`src/hdl/fcsp_pkg.sv`:
```
// shared types, widths and codes for the frame cache slot policy block
// no dependencies; imported by fcsp_alu and frame_cache_slot_policy
`default_nettype none

package fcsp_pkg;

	localparam int FRAME_W     = 32;
	localparam int KIND_W      = 3;
	localparam int SEL_W       = 4;
	localparam int RTYPE_W     = 2;
	localparam int SLOTS_DEF   = 4;
	localparam int S_TDATA_W   = 40;
	localparam int M_TDATA_W   = 80;

	// event kinds carried on tuser
	localparam logic [KIND_W-1:0] KIND_COMMIT  = 3'd0;
	localparam logic [KIND_W-1:0] KIND_PREV    = 3'd1;
	localparam logic [KIND_W-1:0] KIND_NEXT    = 3'd2;
	localparam logic [KIND_W-1:0] KIND_JUMP    = 3'd3;
	localparam logic [KIND_W-1:0] KIND_REFRESH = 3'd4;
	localparam logic [KIND_W-1:0] KIND_CLEAR   = 3'd5;

	// remote request types
	localparam logic [RTYPE_W-1:0] REQ_PREV = 2'd0;
	localparam logic [RTYPE_W-1:0] REQ_NEXT = 2'd1;
	localparam logic [RTYPE_W-1:0] REQ_CUR  = 2'd2;

	// operand set for the shared add / compare unit
	typedef struct packed {
		logic [FRAME_W-1:0] op_a;
		logic [FRAME_W-1:0] op_b;
		logic               sub;
		logic [FRAME_W-1:0] eq_a;
		logic [FRAME_W-1:0] eq_b;
	} alu_in_t;

	typedef enum logic [3:0] {
		ST_IDLE = 4'b0001,
		ST_PREP = 4'b0010,
		ST_SCAN = 4'b0100,
		ST_FIN  = 4'b1000
	} state_t;

endpackage

`default_nettype wire

```
`src/hdl/fcsp_alu.sv`:
```
// shared add/subtract and equality unit used by the slot walk
// depends on fcsp_pkg for widths and the operand struct
`default_nettype none

module fcsp_alu
	import fcsp_pkg::*;
(
	input  alu_in_t            op,
	output logic [FRAME_W-1:0] sum,
	output logic               eq
);

	// a + b or a - b, wrapping at the frame id width
	assign sum = op.op_a + (op.op_b ^ {FRAME_W{op.sub}}) + FRAME_W'(op.sub);
	assign eq  = (op.eq_a == op.eq_b);

endmodule

`default_nettype wire

```
`src/hdl/frame_cache_slot_policy.sv`:
```
// top level of the frame cache slot policy block: sequencer, slot table, result register
// depends on fcsp_pkg and fcsp_alu
`default_nettype none

// Keeps a table of SLOTS cached frame ids with occupied and latest marks, a selected
// slot and a follow-newest flag. Each request on the slave stream is one event (kind on
// tuser) and yields exactly one result on the master stream. Commit, previous, next and
// jump latest walk the table one slot per cycle through a single shared adder and
// comparator: the accepting cycle is followed by a set-up step, the walk over all SLOTS
// slots and a finish step that updates the table and loads the result register; the
// finish step waits while the result register is still full and not being taken.
// Refresh, clear and the unused kinds skip the walk. s_tready is high
// only while the sequencer is idle; a finished result sits in its own register, so the
// next request is taken even while the previous result still waits for m_tready.
// Frame ids are compared as serial numbers that wrap at 2^32. No clearing pass is
// needed after reset: ids of slots that are not occupied never decide a result.

module frame_cache_slot_policy
	import fcsp_pkg::*;
#(
	parameter int SLOTS = SLOTS_DEF
) (
	input  wire                    clk,
	input  wire                    arst_n,
	input  wire                    s_tvalid,
	output logic                   s_tready,
	// frame_id[31:0], reset_cache[32], mark_latest[33], present_now[34],
	// clean_refresh[35], zero pad[39:36]
	input  wire  [S_TDATA_W-1:0]   s_tdata,
	// kind[2:0]
	input  wire  [KIND_W-1:0]      s_tuser,
	output logic                   m_tvalid,
	input  wire                    m_tready,
	// selection_valid[0], selected_index[4:1], selected_frame[36:5], presented[37],
	// written_slot[41:38], request_valid[42], request_type[44:43],
	// request_anchor[76:45], clean_redraw[77], selection_changed[78], zero pad[79]
	output logic [M_TDATA_W-1:0]   m_tdata
);

	localparam int IDX_W = $clog2(SLOTS);
	localparam logic [IDX_W-1:0] LAST_IDX = IDX_W'(SLOTS - 1);

	// sequencer and request capture
	state_t              state_q;
	logic [KIND_W-1:0]   kind_q;
	logic [FRAME_W-1:0]  fid_q;
	logic                latest_q;
	logic                pres_q;
	logic                clean_req_q;

	// slot table: ids are payload, marks are control
	logic [FRAME_W-1:0]  id_mem [SLOTS];
	logic [SLOTS-1:0]    occ_q;
	logic [SLOTS-1:0]    lat_q;

	// selection state; sel_frame_q mirrors the id of the selected slot
	logic                has_sel_q;
	logic [IDX_W-1:0]    sel_q;
	logic [FRAME_W-1:0]  sel_frame_q;
	logic                follow_q;
	logic                clean_pend_q;

	// walk state
	logic [IDX_W-1:0]    scan_q;
	logic [FRAME_W-1:0]  target_q;
	logic                newer_q;
	logic                match_v_q;
	logic [IDX_W-1:0]    match_idx_q;
	logic                free_v_q;
	logic [IDX_W-1:0]    free_idx_q;
	logic                cand_v_q;
	logic [IDX_W-1:0]    cand_idx_q;
	logic [FRAME_W-1:0]  cand_id_q;
	logic                lat_v_q;
	logic [IDX_W-1:0]    lat_idx_q;
	logic [FRAME_W-1:0]  lat_id_q;

	// result register
	logic                out_valid_q;
	logic [M_TDATA_W-1:0] out_data_q;

	logic                in_acc;
	logic                fin_go;
	logic                clr_now;
	logic                back;
	logic                needs_walk;
	logic [FRAME_W-1:0]  sel_frame_cur;
	logic [FRAME_W-1:0]  scan_id;
	logic                scan_occ;
	logic                scan_lat;
	logic                scan_excl;

	alu_in_t             alu_op;
	logic [FRAME_W-1:0]  alu_sum;
	logic                alu_eq;

	// finish-step next values and result fields
	logic [IDX_W-1:0]    slot_pick;
	logic                n_has_sel;
	logic [IDX_W-1:0]    n_sel;
	logic [FRAME_W-1:0]  n_sel_frame;
	logic                n_follow;
	logic                n_clean;
	logic                wr_en;
	logic [SLOTS-1:0]    n_lat;
	logic                r_presented;
	logic [SEL_W-1:0]    r_written;
	logic                r_req;
	logic [RTYPE_W-1:0]  r_rtype;
	logic [FRAME_W-1:0]  r_anchor;
	logic                r_redraw;
	logic                r_changed;
	logic [SEL_W-1:0]    r_index;
	logic [FRAME_W-1:0]  r_frame;

	assign s_tready = (state_q == ST_IDLE);
	assign in_acc   = s_tvalid && s_tready;
	assign m_tvalid = out_valid_q;
	assign m_tdata  = out_data_q;

	// finishing waits until the result register is free
	assign fin_go = (state_q == ST_FIN) && (!out_valid_q || m_tready);

	// clear and commit-with-reset empty the table as the request is taken
	assign clr_now = in_acc && ((s_tuser == KIND_CLEAR) ||
	                            ((s_tuser == KIND_COMMIT) && s_tdata[32]));

	assign back       = (kind_q == KIND_PREV);
	assign needs_walk = (kind_q == KIND_COMMIT) || (kind_q == KIND_PREV) ||
	                    (kind_q == KIND_NEXT) || (kind_q == KIND_JUMP);

	assign sel_frame_cur = has_sel_q ? sel_frame_q : '0;

	assign scan_id   = id_mem[scan_q];
	assign scan_occ  = occ_q[scan_q];
	assign scan_lat  = lat_q[scan_q];
	assign scan_excl = has_sel_q && (scan_q == sel_q);

	// shared unit operands: set-up works out the neighbour id or the newer flag,
	// the walk orders each slot against the running eviction candidate
	always_comb begin
		alu_op.op_a = scan_id;
		alu_op.op_b = cand_id_q;
		alu_op.sub  = 1'b1;
		alu_op.eq_a = scan_id;
		alu_op.eq_b = target_q;
		if (state_q == ST_PREP) begin
			if (kind_q == KIND_COMMIT) begin
				alu_op.op_a = sel_frame_q;
				alu_op.op_b = fid_q;
				alu_op.sub  = 1'b1;
			end else begin
				alu_op.op_a = sel_frame_cur;
				alu_op.op_b = FRAME_W'(1);
				alu_op.sub  = back;
			end
		end else if (!newer_q) begin
			alu_op.op_a = cand_id_q;
			alu_op.op_b = scan_id;
		end
	end

	fcsp_alu u_alu (
		.op  (alu_op),
		.sum (alu_sum),
		.eq  (alu_eq)
	);

	// finish step: table update, selection update, result fields
	always_comb begin
		slot_pick   = match_v_q ? match_idx_q : (free_v_q ? free_idx_q : cand_idx_q);
		n_has_sel   = has_sel_q;
		n_sel       = sel_q;
		n_sel_frame = sel_frame_q;
		n_follow    = follow_q;
		n_clean     = clean_pend_q;
		wr_en       = 1'b0;
		n_lat       = latest_q ? '0 : lat_q;
		n_lat[slot_pick] = latest_q;
		r_presented = 1'b0;
		r_written   = '0;
		r_req       = 1'b0;
		r_rtype     = REQ_PREV;
		r_anchor    = '0;
		r_redraw    = 1'b0;
		r_changed   = 1'b0;
		unique case (kind_q)
			KIND_COMMIT: begin
				wr_en     = 1'b1;
				r_written = SEL_W'(slot_pick);
				if (!has_sel_q || pres_q || (latest_q && follow_q)) begin
					r_presented = 1'b1;
					n_has_sel   = 1'b1;
					n_sel       = slot_pick;
					n_sel_frame = fid_q;
					n_follow    = latest_q;
					if (pres_q) begin
						r_redraw = clean_pend_q;
						n_clean  = 1'b0;
					end
				end
			end
			KIND_PREV, KIND_NEXT: begin
				if (sel_frame_cur == '0) begin
					// no anchor frame: ask the remote side
					r_req   = 1'b1;
					r_rtype = back ? REQ_PREV : REQ_NEXT;
				end else if (match_v_q) begin
					n_sel       = match_idx_q;
					n_sel_frame = target_q;
					n_follow    = lat_q[match_idx_q];
					r_changed   = 1'b1;
				end else if (back || !lat_q[sel_q]) begin
					r_req    = 1'b1;
					r_rtype  = back ? REQ_PREV : REQ_NEXT;
					r_anchor = sel_frame_cur;
				end
			end
			KIND_JUMP: begin
				r_req    = 1'b1;
				r_rtype  = REQ_CUR;
				r_anchor = sel_frame_cur;
				if (lat_v_q) begin
					r_changed   = !has_sel_q || (sel_q != lat_idx_q);
					n_has_sel   = 1'b1;
					n_sel       = lat_idx_q;
					n_sel_frame = lat_id_q;
					n_follow    = 1'b1;
					r_anchor    = lat_id_q;
				end
			end
			KIND_REFRESH: begin
				r_req    = 1'b1;
				r_rtype  = REQ_CUR;
				r_anchor = sel_frame_cur;
				n_clean  = clean_pend_q || clean_req_q;
			end
			default: begin
				// clear already done on acceptance; unused kinds only report
			end
		endcase
		r_index = n_has_sel ? SEL_W'(n_sel) : '0;
		r_frame = n_has_sel ? n_sel_frame : '0;
	end

	// sequencer, walk registers and control state
	always_ff @(posedge clk or negedge arst_n) begin
		if (!arst_n) begin
			state_q      <= ST_IDLE;
			scan_q       <= '0;
			occ_q        <= '0;
			lat_q        <= '0;
			has_sel_q    <= 1'b0;
			sel_q        <= '0;
			sel_frame_q  <= '0;
			follow_q     <= 1'b1;
			clean_pend_q <= 1'b0;
			match_v_q    <= 1'b0;
			free_v_q     <= 1'b0;
			cand_v_q     <= 1'b0;
			lat_v_q      <= 1'b0;
			newer_q      <= 1'b0;
		end else begin
			unique case (state_q)
				ST_IDLE: begin
					if (in_acc) begin
						state_q <= ST_PREP;
					end
				end
				ST_PREP: begin
					scan_q    <= '0;
					match_v_q <= 1'b0;
					free_v_q  <= 1'b0;
					cand_v_q  <= 1'b0;
					lat_v_q   <= 1'b0;
					newer_q   <= !has_sel_q || alu_sum[FRAME_W-1];
					state_q   <= needs_walk ? ST_SCAN : ST_FIN;
				end
				ST_SCAN: begin
					if (scan_occ && alu_eq && !match_v_q) begin
						match_v_q <= 1'b1;
					end
					if (!scan_occ && !free_v_q) begin
						free_v_q <= 1'b1;
					end
					if (scan_occ && scan_lat && !lat_v_q) begin
						lat_v_q <= 1'b1;
					end
					// eviction candidate: oldest or newest, never the selected slot
					if (!scan_excl && (!cand_v_q || alu_sum[FRAME_W-1])) begin
						cand_v_q <= 1'b1;
					end
					if (scan_q == LAST_IDX) begin
						state_q <= ST_FIN;
					end else begin
						scan_q <= scan_q + IDX_W'(1);
					end
				end
				ST_FIN: begin
					if (fin_go) begin
						state_q      <= ST_IDLE;
						has_sel_q    <= n_has_sel;
						sel_q        <= n_sel;
						sel_frame_q  <= n_sel_frame;
						follow_q     <= n_follow;
						clean_pend_q <= n_clean;
						if (wr_en) begin
							occ_q[slot_pick] <= 1'b1;
							lat_q            <= n_lat;
						end
					end
				end
				default: begin
					state_q <= ST_IDLE;
				end
			endcase
			if (clr_now) begin
				occ_q       <= '0;
				lat_q       <= '0;
				has_sel_q   <= 1'b0;
				sel_q       <= '0;
				sel_frame_q <= '0;
				follow_q    <= 1'b1;
			end
		end
	end

	// request capture, walk payload and slot ids
	always_ff @(posedge clk) begin
		if (in_acc) begin
			kind_q      <= s_tuser;
			fid_q       <= s_tdata[31:0];
			latest_q    <= s_tdata[33];
			pres_q      <= s_tdata[34];
			clean_req_q <= s_tdata[35];
		end
		if (state_q == ST_PREP) begin
			target_q <= (kind_q == KIND_COMMIT) ? fid_q : alu_sum;
		end
		if (state_q == ST_SCAN) begin
			if (scan_occ && alu_eq && !match_v_q) begin
				match_idx_q <= scan_q;
			end
			if (!scan_occ && !free_v_q) begin
				free_idx_q <= scan_q;
			end
			if (scan_occ && scan_lat && !lat_v_q) begin
				lat_idx_q <= scan_q;
				lat_id_q  <= scan_id;
			end
			if (!scan_excl && (!cand_v_q || alu_sum[FRAME_W-1])) begin
				cand_idx_q <= scan_q;
				cand_id_q  <= scan_id;
			end
		end
		if (fin_go && wr_en) begin
			id_mem[slot_pick] <= fid_q;
		end
	end

	// result register, freed when the master side takes it
	always_ff @(posedge clk or negedge arst_n) begin
		if (!arst_n) begin
			out_valid_q <= 1'b0;
		end else if (fin_go) begin
			out_valid_q <= 1'b1;
		end else if (m_tready) begin
			out_valid_q <= 1'b0;
		end
	end

	always_ff @(posedge clk) begin
		if (fin_go) begin
			out_data_q <= {1'b0, r_changed, r_redraw, r_anchor, r_rtype, r_req,
			               r_written, r_presented, r_frame, r_index, n_has_sel};
		end
	end

	// a selection always points at an occupied slot
	assert property (@(posedge clk) disable iff (!arst_n)
		has_sel_q |-> occ_q[sel_q])
		else $error("selected slot is not occupied");

	// at most one slot carries the latest mark, and only an occupied one
	assert property (@(posedge clk) disable iff (!arst_n)
		($countones(lat_q) <= 1) && ((lat_q & ~occ_q) == '0))
		else $error("latest marks inconsistent");

	// the finish step holds while the result register is still full
	assert property (@(posedge clk) disable iff (!arst_n)
		(state_q == ST_FIN && out_valid_q && !m_tready) |=> (state_q == ST_FIN))
		else $error("finish step overran a waiting result");

	// the mirrored selected id tracks the table entry
	assert property (@(posedge clk) disable iff (!arst_n)
		(has_sel_q && state_q == ST_IDLE) |-> (sel_frame_q == id_mem[sel_q]))
		else $error("selected frame id out of step with table");

endmodule

`default_nettype wire
```
`config.mk`:
```
export PLATFORM = sky130hd
export DESIGN_NAME = frame_cache_slot_policy
export DESIGN_NICKNAME = d
export VERILOG_FILES = /design/src/hdl/fcsp_pkg.sv /design/src/hdl/fcsp_alu.sv /design/src/hdl/frame_cache_slot_policy.sv
export SDC_FILE = /design/constraint.sdc
export NUM_CORES = 1
export LEC_CHECK = 0
export BUFFER_PORTS_ARGS = -buffer_cell sky130_fd_sc_hd__buf_2
export CELL_PAD_IN_SITES_DETAIL_PLACEMENT = 0
export CELL_PAD_IN_SITES_GLOBAL_PLACEMENT = 1
export CORE_MARGIN = 8
export CORE_UTILIZATION = 45
export CTS_CLUSTER_DIAMETER = 200
export DETAILED_ROUTE_END_ITERATION = 16
export GPL_TIMING_DRIVEN = 1
export PLACE_DENSITY = 0.75
export RECOVER_POWER = 50
export SYNTH_ARGS = -nofsm -noshare
export SYNTH_HDL_FRONTEND = slang
export SYNTH_SLANG_ARGS = --single-unit
```
`constraint.sdc`:
```
create_clock -name clk -period 6.4 [get_ports clk]
set_clock_uncertainty 0.05 [all_clocks]
set_input_delay 0 -clock clk [delete_from_list [all_inputs] [get_ports clk]]
set_output_delay 0 -clock clk [all_outputs]
set_load 0.005 [all_outputs]
```
## After elaboration in Yosys (flattened, before gate mapping)

Memory sizes are Yosys's and may differ from the RTL's.
Index checks and enable logic that the tools add are counted.

| operators by class | value |
|---|---|
| order comparisons | 5 |
| equality and inequality tests | 27 |
| add/sub/neg operators | 3 |
| bitwise gates (word level) | 2 |
| muxes and demuxes | 100 |
| reductions and logical operators | 62 |

Operator list:

| cell | count |
|---|---|
| 32-bit two-way mux | 13 |
| 32-bit case mux with 3 select lines | 2 |
| 64-bit two-way mux | 2 |
| 65-bit two-way mux | 1 |
| 4-bit two-way mux | 13 |
| 1-bit two-way mux | 40 |
| 32-bit by 1-bit adder with 32-bit output | 1 |
| 32-bit adder | 1 |
| 32-bit == test | 1 |
| 32-bit zero test | 1 |
| 32-bit XOR | 1 |
| 2-bit two-way mux | 10 |
| 2-bit AND reduction | 10 |
| 2-bit inequality test (second input constant) | 8 |
| 1-bit case mux with 2 select lines | 8 |
| 4-bit case mux with 4 select lines | 1 |
| 1-bit logical AND | 14 |
| 1-bit logical OR | 12 |
| 2-bit by 3-bit less-than comparator with 1-bit output (second input constant) | 4 |
| 2-bit nonzero test | 6 |
| 1-bit zero test | 9 |
| 3-bit inequality test (second input constant) | 3 |
| 3-bit AND reduction | 3 |
| 1-bit binary-select mux with 2-bit select | 4 |
| other kinds (25) | 31 |

| storage, ports and cells | value |
|---|---|
| output and inout port bits | 82 |
| flip-flop bits (word level) | 278 |
| word-level logic and storage cells | 231 |
| bits of input ports | 47 |
| memories | 1 |
| RAM bits | 128 |

Memory list:

| memory | depth | bits a word | rd ports | clocked after memory_dff | write ports | RTL line | RTL |
|---|---|---|---|---|---|---|---|
| id_mem | 4 | 32 | 1 | 0 | 1 | frame_cache_slot_policy.sv:52 | `logic [FRAME_W-1:0] id_mem [SLOTS];` |

## Longest topological paths before layout

| logic depth | value |
|---|---|
| depth in word-level cells | 11 |
| gate-level depth with buffers | 16 |

## Hierarchy

A second synthesis with hierarchy kept.

| unflattened totals | value |
|---|---|
| cell total of the unflattened synthesis | 1,757 |
| area total of the unflattened synthesis | 20,737.4 µm² |

By module, submodules not included:

| module | area an instance (µm²) | times used | cells an instance |
|---|---|---|---|
| frame_cache_slot_policy | 18,212.5 | 1 | 1,421 |
| fcsp_alu | 2,524.9 | 1 | 336 |

## Worst setup path after synthesis

No wires, ideal clock.

| path | value |
|---|---|
| path type | reg2reg |
| from | register state_q[2] |
| to | register cand_id_q[0], enable pin |
| data required time | 5,914 ps |
| buffers on the path | 2 |
| arrival time | 5,920 ps |
| cell stages (with the launch flop) | 15 |
| clock period less this slack | 6,407 ps |
| slack | -7 ps |
| setup time | 436 ps |
| path through | dfrtp_1 or4b_1 clkbuf_2 inv_1 clkbuf_1 o21ai_0 ha_1 and2_1 nand3_1 or3_1 or3_1 a211oi_2 nor3_2 xnor2_1 a21oi_1 |

| between the ends | value |
|---|---|
| cells in the longest elaborated chain, start to end | 8 |

RTL lines:

| item | RTL line | RTL |
|---|---|---|
| from (decl) | frame_cache_slot_policy.sv:44 | `state_t state_q;` |
| from (signal assigned) | frame_cache_slot_policy.sv:277 | `state_q <= needs_walk ? ST_SCAN : ST_FIN;` |
| 4-bit by 2-bit == test with 1-bit output | frame_cache_slot_policy.sv:147 | `if (state_q == ST_PREP) begin` |
| 64-bit two-way mux / 1-bit two-way mux (equally long branches) | frame_cache_slot_policy.sv:147 |  |
| 32-bit XOR | fcsp_alu.sv:14 | `assign sum = op.op_a + (op.op_b ^ {FRAME_W{op.sub}}) + FRAME_W'(op.sub);` |
| 32-bit adder | fcsp_alu.sv:14 |  |
| 32-bit by 1-bit adder with 32-bit output | fcsp_alu.sv:14 |  |
| 1-bit logical OR | frame_cache_slot_policy.sv:351 | `if (!scan_excl && (!cand_v_q \|\| alu_sum[FRAME_W-1])) begin` |
| 1-bit logical AND | frame_cache_slot_policy.sv:351 |  |
| 2-bit AND reduction (no source line) * | -- |  |
| to (signal assigned) | frame_cache_slot_policy.sv:353 | `cand_id_q <= scan_id;` |
| to (decl) | frame_cache_slot_policy.sv:73 | `logic [FRAME_W-1:0] cand_id_q;` |

Every way passes the cells marked *; elsewhere a longest branch is shown, timed or not.
A chain may end at the register's enable or synchronous reset.

## Worst setup path after layout

| path | value |
|---|---|
| from | register state_q[2] |
| to | register cand_id_q[15], enable pin |

The elaborated chain is that of the path after synthesis.

==> impl_metrics.ini <==
[detailed_routing]
drtIter0Drc = 1694
viasPerCell = 5.99
wirelength_um = 56500
routedWlPerCell_um = 25.3
ant_nets = 0
first_pass_iters = 7
drc_errors = 0
num_vias = 13400

[global_route]
grt_pass1_vias = 13200
grt_pass1_wl_um = 84500
grt-ovfl-total = 0
grt_max_degree = 62
antenna_found_initial = 0
grt.total_usage = 0.225

[floorplan]
rows = 75
die_w_um = 222
die-area_mm2 = 0.0494
die_y_um = 222
io_pins = 129
core_mm2 = 0.0419
initial_core_util = 0.456

[clock_network]
clk_pin_slew_ns = 0.06
clkLatencyLatePin_ns = 0.58
cts_resized = 0
clock_sinks = 402
postCtsSetupBuffers = 0
clockRootBuffer = clkbuf_16
tritoncts = built
cts_made_buffers = 43
h-tree-depth = 2
cts.path.max_buffers = 3

[finish]
fillCellCount = 3635
drive_gt1_frac = 0.122
syn_to_final_growth_pct = 15.0
fin_nets = 1744
fin_area_mm2 = 0.0220
antenna_cells = 0

[power]
p_sw_frac = 0.384
seq_power_share = 0.380
internal_power_mw = 6.35
pwr-share-comb = 0.394
ir_drop_mv = 0.218
leakage_nw = 8.07
power.density_mw_per_mm2 = 469
p_clk_frac = 0.225
netSwitchingPower_mw = 3.97

[sta]
min_period_over_period = 0.893
rsz0062_at_grt = no
min_period_ns = 5.71
hold_violations = 0
slew_headroom = -1.49
finalSetupViolations = 0
tightestPinTransition_ns = 3.73
tns_ns = 0
finalMaxSlewViolations = 247
fmax_mhz = 175

[logic_synthesis]
synth_area_mm2 = 0.0191
ys_types = 70
ys_warn_count = 0
synth_most_common_cell = edfxtp_1
synth_top_area_frac = 0.542
syn_inst = 1511
synth_commonest_cells = 345 x edfxtp_1, 154 x nand2_1, 143 x o21ai_0, 97 x a21oi_1, 95 x nor2_1
synth_edf_count = 345
avgSynthCellArea_um2 = 12.7
yosysTopAreaCell = edfxtp_1
synthTopCellsByArea = edfxtp_1 54%, dfrtp_1 7.2%, mux4_2 4.1%, mux2i_1 3.8%, o21ai_0 3.7%
async_flop_share = 0.142
seq_area_frac_synth = 0.616
ys_ff_latch = 402
ys.flop_type = edfxtp_1

[placed_design]
port_buffers = 119
place.gp.congestion = 0.861
hpwl_um = 37700
placed_area_mm2 = 0.0204

[worst_hold_path]
hp-class = primary input to register

[run_status]
status = complete, but fails checks
violations = capacitance limit, slew limit

[worst_setup_path]
worst_setup_path_end_kind = register
arrival_ns = 5.86
cp_max_fo = 25
worstSetupStartpointType = register
criticalPathCategory = register to register
crit_required_ns = 6.54

[job]
maxCapViolations = 6
## power groups by stage
stage,Clock (mW),Combinational [mW],Sequential (mW)
after CTS,2.36,4.06,3.90
after floorplan,0,3.01,3.67
after global routing,2.46,4.47,3.96
after detailed placement,0,4.02,3.95
final,2.33,4.07,3.93
after global placement,0,3.99,3.93
## worst max-delay path: stages, from the launching register on
cell and delay (ns):
dfrtp_1 0.40, or4b_2 0.82, inv_1 0.62, clkbuf_1 0.56, o21ai_0 0.21, ha_1 0.36, a21oi_1 0.22, nand2_1 0.12
a211oi_2 0.42, o31a_4 0.23, a211oi_2 0.10, nor3_2 0.33, xnor2_1 0.21, a21oi_4 0.19, buf_4 0.45
## worst paths after layout
path / from / to / slack (ns) / cells past startpoint
worst max-delay path: state_q[2] / cand_id_q[15] / 0.69 / 14
worst min-delay path: s_tdata[2] / fid_q[2] / 0.09 / 2
worst max register to register: state_q[2] / cand_id_q[15] / 0.69 / 14
worst min register to register: occ_q[2] / occ_q[2] / 0.45 / 2
max in group asynchronous: arst_n / newer_q / 2.38 / 3
min in group asynchronous: arst_n / state_q[2] / 1.30 / 3
## metal layers
metal / GRT usage / share of wire / routed length [µm]
met1: 0.313 / 0.43 / 24400
met2: 0.357 / 0.46 / 25800
met3: 0.0371 / 0.082 / 4640
met4: 0.0768 / 0.029 / 1620
met5: 0 / 0 / 0
## stage by stage
| step | util | worst slack, ns | std cells | total power, mW | hold WS, ns |
|---|---|---|---|---|---|
| 2_1_floorplan | - | 0.670 | 1515 | 6.68 | -0.346 |
| 3_3_place_gp | 0.487 | 1.21 | 2118 | 7.92 | 0.128 |
| 3_5_place_dp | 0.487 | 1.15 | 2118 | 7.97 | 0.128 |
| 4_1_cts | 0.528 | 1.13 | 2235 | 10.3 | 0.0626 |
| 5_1_grt | 0.525 | 0.490 | 2235 | 10.9 | 0.0974 |
| 6_report | 0.525 | 0.687 | 2235 | 10.3 | 0.0920 |
## what timing repair did
item                                   4_1_cts  5_1_grt
setup endpoints to repair                    0        0
hold buffers                                41        0
endpoints found under the hold margin      109        0
## kinds of logic (layout without fill, tap and decap cells)
group,count (synthesis),after routing,share of synthesized area
AO/OA/AOI/OAI,410,410,0.139
XOR/XNOR,66,66,0.0302
adder cells (fa/ha/maj),32,32,0.0213
buffers and inverters,141,322,0.0297
flip-flops,402,402,0.616
multiplexers,110,110,0.0814
other,1,5,0.000196
AND/OR/NAND/NOR,349,349,0.0816
## final cells by class
class,instances,area (µm²),area share
clock buffer,54,1140,0.0517
clock inverter,22,149,0.00677
inverter,49,185,0.00841
multi-input combinational,972,6880,0.313
sequential,402,11800,0.536
tap,539,674,0.0306
timing repair buffer,197,1190,0.0539
## layout by cell type, fill, tap and decap left out, types with 8 or more instances in the layout
master,count
o2bb2ai_1,20
ha_1,31
nor4_1,10
buf_2,50
o21ai_0,143
a22o_1,33
nand2b_1,10
dlygate4sd3_1,41
a222oi_1,21
nand3_1,17
nor3_1,9
a21oi_1,95
edfxtp_1,345
nand2_1,154
dfrtp_1,54
clkinv_2,9
a21o_1,23
clkbuf_16,43
nor2_1,89
mux2i_1,72
inv_1,48
xnor2_1,46
o21bai_1,9
xor2_1,20
and2_1,9
clkbuf_1,87
a221oi_1,8
mux4_2,35
buf_4,25
nand4_1,10
## state kept, by name, summed over array words and instances (netlist names), 3 cells and up
name,flops
cand_id_q,32
state_q,4
kind_q,3
sel_frame_q,32
lat_id_q,32
id_mem,128
target_q,32
m_tdata,75
occ_q,4
lat_q,4
fid_q,32
No activity file was read; power rests on OpenSTA's default activity.
